File: config.mk
export PLATFORM = sky130hd
export DESIGN_NAME = cassette_deck_control_unit
export DESIGN_NICKNAME = d
export VERILOG_FILES = /design/src/rtl/cdc_pkg.sv /design/src/rtl/cdc_cfg.sv /design/src/rtl/cdc_step.sv /design/src/rtl/cassette_deck_control_unit.sv
export SDC_FILE = /design/constraint.sdc
export NUM_CORES = 1
export LEC_CHECK = 0
export ABC_AREA = 1
export BUFFER_PORTS_ARGS = -buffer_cell sky130_fd_sc_hd__buf_2
export CAP_MARGIN = 20
export CORE_ASPECT_RATIO = 0.5
export CORE_MARGIN = 2
export CORE_UTILIZATION = 60
export CTS_CLUSTER_DIAMETER = 80
export DETAILED_ROUTE_END_ITERATION = 6
export PLACE_DENSITY = 0.89
export SYNTH_ARGS = -nofsm -noshare
export SYNTH_HDL_FRONTEND = slang
export SYNTH_SLANG_ARGS = --single-unit
File: constraint.sdc
create_clock -name clk_i -period 2.1 [get_ports clk_i]
set_input_delay 0.315 -clock clk_i [delete_from_list [all_inputs] [get_ports clk_i]]
set_output_delay 0.315 -clock clk_i [all_outputs]
set_load 0.1 [all_outputs]
File: src/rtl/cdc_pkg.sv
// ----------------------------------------------------------------------------
// cdc_pkg
// Types and constants shared by the cassette deck control unit.
// ----------------------------------------------------------------------------
package cdc_pkg;

  localparam int unsigned TimerW = 19;

  localparam logic [TimerW-1:0] SearchHoldReset = 19'd350000;
  localparam logic [TimerW-1:0] EjectDelayReset = 19'd1000;

  // event codes
  typedef enum logic [3:0] {
    OpPortA  = 4'd0,
    OpPortC  = 4'd1,
    OpTapeBit = 4'd2,
    OpRemote = 4'd3,
    OpEnd    = 4'd4,
    OpTop    = 4'd5,
    OpTick   = 4'd6,
    OpPlay   = 4'd7,
    OpRecord = 4'd8,
    OpClose  = 4'd9
  } cdc_op_e;

  // configuration register indexes
  typedef enum logic [1:0] {
    CfgOlderMode   = 2'd0,
    CfgSearchHold  = 2'd1,
    CfgEjectDelay  = 2'd2
  } cdc_cfg_idx_e;

  typedef enum logic [1:0] {
    DirNormal  = 2'd0,
    DirFastFwd = 2'd1,
    DirRewind  = 2'd2
  } cdc_dir_e;

  // status nibble holds port B bits 6..3
  localparam int unsigned StRemote = 0;
  localparam int unsigned StTape0  = 1;
  localparam int unsigned StTape1  = 2;
  localparam int unsigned StData   = 3;

  typedef struct packed {
    logic [3:0] op;
    logic [7:0] port_value;
    logic       level;
  } cdc_in_t;

  typedef struct packed {
    logic [6:0] port_b_bits;
    logic       motor_on;
    logic [1:0] tape_direction;
    logic       mic_out;
    logic       special_reset_pulse;
    logic       full_reset_pulse;
    logic       eject_pulse;
    logic       playing;
    logic       rewinding;
  } cdc_out_t;

  typedef struct packed {
    logic              older_mode;
    logic [TimerW-1:0] search_hold;
    logic [TimerW-1:0] eject_delay;
  } cdc_cfg_t;

  typedef struct packed {
    logic [7:0]        last_pa;
    logic [7:0]        last_pc;
    logic              play;
    logic              rec;
    logic              fwd_run;
    logic              now_rew;
    logic              search;
    logic [3:0]        status;
    logic              motor;
    cdc_dir_e          dir;
    logic              mic;
    logic              s_act;
    logic [TimerW-1:0] s_cnt;
    logic              e_act;
    logic [TimerW-1:0] e_cnt;
  } cdc_state_t;

  localparam cdc_state_t StateReset = '{
    last_pa:  8'hff,
    last_pc:  8'hff,
    play:     1'b0,
    rec:      1'b0,
    fwd_run:  1'b0,
    now_rew:  1'b0,
    search:   1'b0,
    status:   4'b0110,
    motor:    1'b0,
    dir:      DirNormal,
    mic:      1'b1,
    s_act:    1'b0,
    s_cnt:    '0,
    e_act:    1'b0,
    e_cnt:    '0
  };

endpackage

File: src/rtl/cdc_cfg.sv
// ----------------------------------------------------------------------------
// cdc_cfg
// Configuration register file: older mode flag and the two timer periods.
// ----------------------------------------------------------------------------
module cdc_cfg
  import cdc_pkg::*;
(
  input  logic              clk_i,
  input  logic              rst_ni,
  input  logic              cfg_valid_i,
  input  logic [1:0]        cfg_index_i,
  input  logic [TimerW-1:0] cfg_data_i,
  output cdc_cfg_t          cfg_o
);

  cdc_cfg_t cfg_q, cfg_d;

  always_comb begin
    cfg_d = cfg_q;
    if (cfg_valid_i) begin
      unique case (cfg_index_i)
        CfgOlderMode:  cfg_d.older_mode  = cfg_data_i[0];
        CfgSearchHold: cfg_d.search_hold = cfg_data_i;
        CfgEjectDelay: cfg_d.eject_delay = cfg_data_i;
        default: ; // unmapped index, ignored
      endcase
    end
  end

  always_ff @(posedge clk_i or negedge rst_ni) begin
    if (!rst_ni) begin
      cfg_q.older_mode  <= 1'b0;
      cfg_q.search_hold <= SearchHoldReset;
      cfg_q.eject_delay <= EjectDelayReset;
    end else begin
      cfg_q <= cfg_d;
    end
  end

  assign cfg_o = cfg_q;

endmodule

File: src/rtl/cdc_step.sv
// ----------------------------------------------------------------------------
// cdc_step
// Next-state and result logic for one event word.
// ----------------------------------------------------------------------------
module cdc_step
  import cdc_pkg::*;
(
  input  cdc_state_t st_i,
  input  cdc_cfg_t   cfg_i,
  input  cdc_in_t    item_i,
  output cdc_state_t st_o,
  output cdc_out_t   res_o
);

  function automatic cdc_state_t go_ff(cdc_state_t s);
    cdc_state_t r;
    r = s;
    if (s.play) begin
      r.motor = 1'b1;
      r.dir   = DirFastFwd;
    end
    r.fwd_run = 1'b0;
    r.now_rew = 1'b0;
    return r;
  endfunction

  function automatic cdc_state_t go_rew(cdc_state_t s);
    cdc_state_t r;
    r = s;
    if (s.play) begin
      r.motor = 1'b1;
      r.dir   = DirRewind;
    end
    r.now_rew = s.play;
    r.fwd_run = 1'b0;
    return r;
  endfunction

  function automatic cdc_state_t go_fwd(cdc_state_t s);
    cdc_state_t r;
    r = s;
    if (s.play || s.rec) begin
      r.motor = 1'b1;
      r.dir   = DirNormal;
    end
    r.fwd_run = s.play || s.rec;
    r.now_rew = 1'b0;
    return r;
  endfunction

  function automatic cdc_state_t go_stop(cdc_state_t s);
    cdc_state_t r;
    r = s;
    if (s.play || s.rec) r.motor = 1'b0;
    r.fwd_run        = 1'b0;
    r.now_rew        = 1'b0;
    r.status[StData] = 1'b0;
    return r;
  endfunction

  logic [7:0] pa, pc, d;
  logic       lv, sp, fr, ej;
  cdc_state_t s;

  always_comb begin
    s  = st_i;
    pa = st_i.last_pa;
    pc = st_i.last_pc;
    d  = item_i.port_value;
    lv = item_i.level;
    sp = 1'b0;
    fr = 1'b0;
    ej = 1'b0;
    unique case (item_i.op)
      OpPortA: begin
        if (!cfg_i.older_mode) begin
          // newer deck: falling edges, bit 7 low selects search
          if (pa[0] && !d[0]) begin
            s        = go_rew(s);
            s.search = !pa[7];
          end
          if (pa[1] && !d[1]) begin
            s        = go_ff(s);
            s.search = !pa[7];
          end
          if (pa[2] && !d[2]) begin
            s        = go_fwd(s);
            s.search = 1'b0;
          end
          if (pa[3] && !d[3]) begin
            s        = go_stop(s);
            s.s_act  = 1'b0;
            s.s_cnt  = '0;
            s.search = 1'b0;
          end
        end else begin
          // older deck: rising edges, bit 1 picks wind direction
          if (!pa[0] && d[0]) begin
            if (d[1]) s = go_ff(s);
            else      s = go_rew(s);
          end
          if (!pa[2] && d[2]) s = go_fwd(s);
          if (!pa[3] && d[3]) s = go_stop(s);
        end
        s.last_pa = d;
      end
      OpPortC: begin
        sp = !pc[1] && d[1];
        fr = !pc[3] && d[3];
        if (pc[4] && !d[4]) begin
          s.e_act = 1'b1;
          s.e_cnt = cfg_i.eject_delay;
        end else if (!pc[4] && d[4]) begin
          s.e_act = 1'b0;
          s.e_cnt = '0;
        end
        s.mic     = d[7];
        s.last_pc = d;
      end
      OpTapeBit: begin
        if (s.search) begin
          if (lv && !s.s_act) begin
            s.s_act          = 1'b1;
            s.s_cnt          = cfg_i.search_hold;
            s.status[StData] = 1'b1;
          end
        end else if (s.fwd_run) begin
          s.status[StData] = lv;
        end
      end
      OpRemote: s.status[StRemote] = !lv;
      OpEnd: begin
        if (lv && s.fwd_run) begin
          if (!cfg_i.older_mode && !pa[5]) s = go_rew(s);
          s.fwd_run = 1'b0;
        end
      end
      OpTop: begin
        if (lv && s.now_rew) begin
          if (!cfg_i.older_mode && !pa[6]) s = go_fwd(s);
          s.now_rew = 1'b0;
        end
      end
      OpTick: begin
        if (s.s_act) begin
          if (s.s_cnt <= TimerW'(1)) begin
            s.s_act          = 1'b0;
            s.s_cnt          = '0;
            s.status[StData] = 1'b0;
          end else begin
            s.s_cnt = s.s_cnt - TimerW'(1);
          end
        end
        if (s.e_act) begin
          if (s.e_cnt <= TimerW'(1)) begin
            s.e_act = 1'b0;
            s.e_cnt = '0;
            ej      = 1'b1;
          end else begin
            s.e_cnt = s.e_cnt - TimerW'(1);
          end
        end
      end
      OpPlay: begin
        s.play            = lv;
        s.rec             = 1'b0;
        s.status[StTape0] = 1'b1;
        s.status[StTape1] = !lv;
      end
      OpRecord: begin
        s.play            = 1'b0;
        s.rec             = lv;
        s.status[StTape0] = !lv;
        s.status[StTape1] = !lv;
      end
      OpClose: begin
        s.play            = 1'b0;
        s.rec             = 1'b0;
        s.fwd_run         = 1'b0;
        s.now_rew         = 1'b0;
        s.status[StData]  = 1'b0;
        s.status[StTape0] = 1'b1;
        s.status[StTape1] = 1'b1;
        s.s_act           = 1'b0;
        s.s_cnt           = '0;
      end
      default: ; // unused codes leave state alone
    endcase
  end

  assign st_o = s;

  always_comb begin
    res_o.port_b_bits         = {s.status, 3'b000};
    res_o.motor_on            = s.motor;
    res_o.tape_direction      = s.dir;
    res_o.mic_out             = s.mic;
    res_o.special_reset_pulse = sp;
    res_o.full_reset_pulse    = fr;
    res_o.eject_pulse         = ej;
    res_o.playing             = s.fwd_run;
    res_o.rewinding           = s.now_rew;
  end

endmodule

File: src/rtl/cassette_deck_control_unit.sv
// ----------------------------------------------------------------------------
// cassette_deck_control_unit
// Cassette deck controller behind a parallel port, one event word in and one
// status word out.
// ----------------------------------------------------------------------------
// Each accepted input word is one event (port A or C write, tape bit, remote,
// tape end/top, timer tick, play, record, close). Its effect on the deck
// state and the resulting status word are worked out in a single cycle; the
// status word appears in the output register on the next cycle, so latency is
// one cycle and a new word may be taken every cycle. Input stall rises only
// when the output register holds a word that the sink is stalling. The two
// timers (search hold, eject delay) count timer tick events, not clocks.
// Configuration writes are always ready and take effect on the next cycle;
// write them only while the unit is idle.
// ----------------------------------------------------------------------------
module cassette_deck_control_unit
  import cdc_pkg::*;
(
  input  logic              clk_i,
  input  logic              rst_ni,
  // event input
  input  logic              in_valid_i,
  output logic              in_stall_o,
  input  cdc_in_t           in_data_i,
  // status output
  output logic              out_valid_o,
  input  logic              out_stall_i,
  output cdc_out_t          out_data_o,
  // configuration write port
  input  logic              cfg_valid_i,
  output logic              cfg_ready_o,
  input  logic [1:0]        cfg_index_i,
  input  logic [TimerW-1:0] cfg_data_i
);

  cdc_cfg_t   cfg;
  cdc_state_t state_q, state_d;
  cdc_out_t   res, out_q;
  logic       out_valid_q;
  logic       in_accept;

  assign cfg_ready_o = 1'b1;

  cdc_cfg u_cfg (
    .clk_i       (clk_i),
    .rst_ni      (rst_ni),
    .cfg_valid_i (cfg_valid_i),
    .cfg_index_i (cfg_index_i),
    .cfg_data_i  (cfg_data_i),
    .cfg_o       (cfg)
  );

  cdc_step u_step (
    .st_i   (state_q),
    .cfg_i  (cfg),
    .item_i (in_data_i),
    .st_o   (state_d),
    .res_o  (res)
  );

  // output register frees up in the same cycle it is taken
  assign in_stall_o = out_valid_q && out_stall_i;
  assign in_accept  = in_valid_i && !in_stall_o;

  always_ff @(posedge clk_i or negedge rst_ni) begin
    if (!rst_ni) begin
      state_q     <= StateReset;
      out_valid_q <= 1'b0;
    end else begin
      if (in_accept) begin
        state_q     <= state_d;
        out_valid_q <= 1'b1;
      end else if (!out_stall_i) begin
        out_valid_q <= 1'b0;
      end
    end
  end

  // payload, no reset
  always_ff @(posedge clk_i) begin
    if (in_accept) begin
      out_q <= res;
    end
  end

  assign out_valid_o = out_valid_q;
  assign out_data_o  = out_q;

endmodule

* After elaboration in Yosys (flattened, before gate mapping)
Index checks and enable logic that the tools add are counted.
** Word-level totals
- Register bits :: 122
- Output and inout bits :: 19
- Word-level logic and storage cells :: 172
** Operators by class
- $add $sub $neg :: 2
- Order comparisons :: 2
- Equality and inequality tests :: 17
- Mux-type cells :: 61
- Bitwise logic cells :: 2
- Reduce and logical (&&, ||, !) cells :: 60
** Operators with widths (count)
- 2-to-1 mux 61 bit :: 11
- 2-to-1 mux 51 bit :: 10
- 2-to-1 mux 20 bit :: 6
- case mux 20 bit (6 select lines) :: 1
- 2-to-1 mux 50 bit :: 2
- case mux 20 bit (5 select lines) :: 1
- <= comparator 19 x 1 -> 1 bit, second input constant :: 2
- 2-to-1 mux 19 bit :: 2
- subtractor 19 x 1 -> 19 bit, second input constant :: 2
- case mux 8 bit (4 select lines) :: 1
- case mux 2 bit (6 select lines) :: 2
- case mux 8 bit (3 select lines) :: 1
- logical AND 1 bit :: 18
- zero test 1 bit :: 18
- 2-to-1 mux 3 bit :: 6
- equality test 4 x 3 -> 1 bit, second input constant :: 4
- 2-to-1 mux 1 bit :: 12
- AND reduction 4 bit :: 3
- AND reduction 6 bit :: 2
- AND reduction 5 bit :: 2
- case mux 3 bit (3 select lines) :: 1
- equality test 4 x 2 -> 1 bit, second input constant :: 2
- equality test 4 bit, second input constant :: 2
- case mux 1 bit (4 select lines) :: 2
- 19 further kinds :: 31

* Longest topological paths before layout
- Depth after elaboration :: 19
- Gate-level depth with buffers :: 12
- Gate-level depth less buffers :: 12

* Modules after synthesis
A second synthesis with hierarchy kept.
** Unflattened totals
- Cells, all modules :: 1123
- Area total of the unflattened synthesis :: 8104.0 sq um
** By module, submodules not included
- cassette_deck_control_unit :: times used 1, cells each 322, area an instance 3299.4 sq um, seq. area each 2255.9 sq um
- cdc_step :: times used 1, cells each 624, area an instance 3119.2 sq um, seq. area each 0.0 sq um
- cdc_cfg :: times used 1, cells each 177, area an instance 1685.4 sq um, seq. area each 994.7 sq um

* Worst setup path before layout
No wires, ideal clock.
- Kind :: reg2reg
- From :: register out_valid_q, in the netlist out_valid_o
- To :: register out_q (netlist bit out_data_o[0]), enable pin
- Setup time :: 0.382 ns
- Data arrival time :: 2.210 ns
- Setup slack :: -0.492 ns
- Cell stages (with the launch flop) :: 5
- Path buffers :: 1
- Path through :: dfrtp_1 -> nand2_1 -> inv_1 -> nor2_4 -> buf_1
** On the way
- Cells in the longest elaborated chain, start to end :: 3
** RTL lines
- start, declared :: RTL line cassette_deck_control_unit.sv:39 : logic out_valid_q;
- start signal, assigned :: RTL line cassette_deck_control_unit.sv:68 : out_valid_q <= 1'b0;
- start signal, assigned :: RTL line cassette_deck_control_unit.sv:72 : out_valid_q <= 1'b1;
- start signal, assigned :: RTL line cassette_deck_control_unit.sv:74 : out_valid_q <= 1'b0;
- logical AND 1 bit :: RTL line cassette_deck_control_unit.sv:62 : assign in_stall_o = out_valid_q && out_stall_i;
- named net in_stall_o :: RTL line cassette_deck_control_unit.sv:23 : output logic in_stall_o,
- zero test 1 bit :: RTL line cassette_deck_control_unit.sv:63 : assign in_accept = in_valid_i && !in_stall_o;
- logical AND 1 bit :: RTL line cassette_deck_control_unit.sv:63
- named net in_accept :: RTL line cassette_deck_control_unit.sv:40 : logic in_accept;
- end signal, assigned :: RTL line cassette_deck_control_unit.sv:82 : out_q <= res;
- end, declared :: RTL line cassette_deck_control_unit.sv:38 : cdc_out_t res, out_q;
The timed path passes the listed nets, and every way through them passes these cells.
A chain may end at the register's enable or synchronous reset.

* Worst setup path in the final report
- From :: register state_q[0] (netlist name)
- To :: register state_q[10] (netlist name)
** On the way
- Cells in the longest elaborated chain, start to end :: 4
** RTL lines
- start, declared :: RTL line cassette_deck_control_unit.sv:37 : cdc_state_t state_q, state_d;
- start signal, assigned :: RTL line cassette_deck_control_unit.sv:67 : state_q <= StateReset;
- start signal, assigned :: RTL line cassette_deck_control_unit.sv:71 : state_q <= state_d;
- subtractor 19 x 1 -> 19 bit or <= comparator 19 x 1 -> 1 bit (tied branches) :: RTL line cdc_step.sv:160, cdc_step.sv:155
- 2-to-1 mux 19 bit * :: RTL line cdc_step.sv:155 : if (s.e_cnt <= TimerW'(1)) begin
- 2-to-1 mux 20 bit * :: RTL line cdc_step.sv:154 : if (s.e_act) begin
- case mux 20 bit (5 select lines) * :: RTL line cdc_step.sv:74 : unique case (item_i.op)
Every way passes the cells marked *; elsewhere a longest branch is shown, timed or not. The select of a mux whose other input is x is not followed.

==> impl_results.md <==
- Core area: 10300 sq um
- Row count: 26
- Clock power share: 38.2%
- Num Clock Sinks: 116
- Mean Syn Cell Area: 7.24 sq um
- Number of synthesized register bits: 116
- RSZ-0062 raised after global routing: false
- PD cells: 1010 nW/um^2
- Detailed-route via count: 6037
- Clock transition at path regs: 0.05 ns
- Crit start category: flip-flop
- Setup-failing EPs final: 0
- Die Area: 11700 sq um
- Post-layout min period: 1.91 ns
- Leakage power: 3.95 nW
- Layout cells sized above 1: 15.4%
- VDD IR max: 0.000569 V
- Clk Latency, worst-skew pair: 0.42 ns
- Final hold violation count: 0
- Sw Share: 32.3%
- GRT Util Overall: 29.6%
- Width of the die: 151 um
- Crit-path most repeated cell: nand2_1
- Maximum clock rate: 524 MHz
- Multi-input gate area: 2970 sq um
- DR vias/cell: 5.42
- Asr flop ratio synth: 88.8%
- First-pass GRT wire length: 27100 um
- Final HPWL from detailed placement: 10800 um
- Critical Path AT: 2.27 ns
- Inserted Diodes: 0
- Root buffer cell: clkbuf_16
- Placed instance area: 6940 sq um
- Combinational share of power: 22.4%
- Vias in the first global route: 5800
- Critical path class: reg -> reg
- Largest net degree at the start of global routing: 41
- Reg area: 3010 sq um
- Psw: 2.47 mW
- TritonCTS clock tree: done
- Worst Setup End Kind: flip-flop
- Min-Delay Path Class: in -> reg
- Starting Density: 62.6%
- DRC: 0
- H-tree Lvls: 4
- Post-Layout Cell Count: 1114
- Final Power: 7.66 mW
- Gpl congestion: 0.935
- Sequential area share after synthesis: 46.3%
- Post-CTS Setup Inserts: 0
- Fin crit share: 90.9%
- Synth Cell Area: 6480 sq um
- Layout Area Growth over Synthesis: 16.5%
- Fin Setup TNS: 0 ns
- Iter 0 DRT Violations: 553
- ANT nets after route: 0
- DRT Pass-1 Iters: 5
- Fill count: 759
- Worst-path cell chain: inv_1 > ha_1 > nand2_1 > nor2_1 > nand2_1 > xor2_1 > o21ai_0 > nand2_1 > nand2_1
- Worst-Margin Slew: 0.530 ns
- WP data required: 2.46 ns
- WL/cell: 14.3 um
- Layout Cell Area excl Fill: 7550 sq um
- Fin nets: 1005
- Status: complete, no violations
- I/O pins: 58
- Max incr delay on CP: 0.41 ns
- Total congestion overflow: 0
- Gate Count Post-Synth: 895
- Slew HR: 64.7%
- Post-synth EDFFs: 13
- Clk_skew: 0.00762 ns
- DRT Wirelength: 15900 um
- CP delay by family, top: simple AND/OR/NAND/NOR gates
- CP max stage cell: dfrtp_1
- Top_reg_cell synth: dfrtp_1
- Distinct cell type count after synthesis: 40
- Max-slew violations: 0
- Buf/Inv on CP: 1
- Die height: 77.5 um
- CP max FO: 5
- Initial antenna violation count: 0
- CTS Buf Count: 17
- Maxcap violations: 0
- Ys Warns: 0
- Seq pwr share: 39.4%
- Max clock buf depth: 2
- Int Pwr: 5.18 mW
- Cell count after placement: 1082
- IO Port Bufs: 53
-- cell families (layout without fill, tap and decap cells) --
kind of cell | after synthesis | in the layout | share of synthesized area [%]
flip-flops | 116 | 116 | 46.3
AO/OA/AOI/OAI | 121 | 121 | 9.89
multiplexers | 1 | 1 | 0.174
XOR/XNOR | 29 | 29 | 3.92
buffers and inverters | 123 | 200 | 8.09
AND/OR/NAND/NOR | 499 | 499 | 30.7
other | 2 | 4 | 0.116
adder cells (fa/ha/maj) | 4 | 4 | 0.773
-- power groups by stage --
stage	Combinational, mW	Clock, mW	Sequential (mW)
6_report	1.72	2.93	3.01
5_1_grt	1.93	3.04	3.05
3_3_place_gp	1.61	0	3.01
2_1_floorplan	1.11	0	3.13
3_5_place_dp	1.66	0	3.03
4_1_cts	1.70	2.94	3.00
-- worst register-to-register path, stage by stage (launching register included) --
cell and delay, ns:
dfrtp_1 0.41, inv_1 0.16, ha_1 0.25, nand2_1 0.11, nor2_1 0.33, nand2_1 0.11, xor2_1 0.16, o21ai_0 0.17
nand2_1 0.07, nand2_1 0.07
-- per-stage QoR --
| stage | worst slack [ns] | hold slack [ns] | util (%) |
|---|---|---|---|
| floorplan | -0.239 | 0.0194 | - |
| detailed placement | 0.227 | 0.333 | 67.1 |
| finish | 0.191 | 0.123 | 73.0 |
| global route | 0.0240 | 0.130 | 73.0 |
| CTS | 0.208 | 0.129 | 73.0 |
| global placement | 0.292 | 0.330 | 67.1 |
-- flip-flops by register name (all words and copies together) (netlist names) --
name         flops
u_cfg.cfg_o     39
state_q         63
out_valid_o      1
out_data_o      13
-- synth_stat cells, types with 2 or more instances --
library cell  count  area (sq um)
nor2_2            2          12.5
nand2_1         337          1260
nor2_1          107           402
a21oi_1          39           195
clkbuf_1         13          48.8
dfstp_2          28           736
buf_6             4          45.0
inv_1            87           327
ha_1              4          50.1
o22ai_1           2          12.5
o21ai_0          69           345
edfxtp_1         13           390
conb_1            2          7.51
xnor2_1          12           105
dfrtp_1          75          1880
nand4_1           7          43.8
buf_2             2          10.0
buf_4             8          60.1
nor3_1            7          35.0
inv_2             6          22.5
xor2_1           17           149
nand3_1          33           165
clkinv_1          2          7.51
a31oi_1           2          12.5
o21bai_1          2          15.0
-- final cells by class --
class	count	share of cell area, %
Clock inverter	8	1.28
Clock buffer	23	6.61
Inverter	95	4.77
Sequential cell	116	39.8
Multi-Input combinational cell	658	39.4
Tap cell	140	2.32
Timing Repair Buffer	74	5.83
-- routing by layer --
metal  vias up  wire length, um  GRT usage, %  share of wire, %
met3        40             1210          6.88               7.6
met1      2779             6760          38.9                42
met2       288             7620          48.9                48
met4         0              361          9.44               2.3
li1       2930                -             -                 -
met5         -                0             0                 0
-- repair_timing --
item | 4_1_cts | 5_1_grt
endpoints found under the setup margin | 0 | 0
gates resized for setup | 0 | 0
endpoints found under the hold margin | 31 | 0
hold buffers | 1 | 0
-- layout by cell type, fill, tap and decap left out, types with 2 or more instances in the layout --
cell type   Yosys  routed
edfxtp_1       13      13
clkinvlp_4      0       2
clkinv_2        0       4
a31oi_1         2       2
dfrtp_1        75      74
o22ai_1         2       2
bufinv_16       0       2
ha_1            4       4
clkinv_1        2       2
clkbuf_1       13       2
nor2_1        107     106
clkbuf_8        0       3
clkbuf_16       0      18
dfstp_2        28      28
inv_2           6       6
conb_1          2       4
nand2_1       337     335
nand3_1        33      33
nand4_1         7       7
xor2_1         17      17
nor2_2          2       3
nor3_1          7       7
xnor2_1        12      12
a21oi_1        39      39
buf_4           8      20
o21bai_1        2       2
buf_2           2      52
o21ai_0        69      69
inv_1          87      86
-- worst paths after layout --
check,startpoint,endpoint,slack [ns],cells after the start
hold reg to reg,state_q[21]$_DFFE_PN0P_,state_q[21]$_DFFE_PN0P_,0.48,2
max in group asynchronous,rst_ni,u_cfg.cfg_o[35]$_DFFE_PN1P_,1.01,3
hold / removal,cfg_data_i[8],u_cfg.cfg_o[27]$_DFFE_PN1P_,0.12,3
setup reg to reg,state_q[0]$_DFFE_PN0P_,state_q[10]$_DFFE_PN0P_,0.19,9
setup / recovery,state_q[0]$_DFFE_PN0P_,state_q[10]$_DFFE_PN0P_,0.19,9
min in group asynchronous,rst_ni,u_cfg.cfg_o[4]$_DFFE_PN0P_,0.41,2
(Power assumes the default switching activity.)
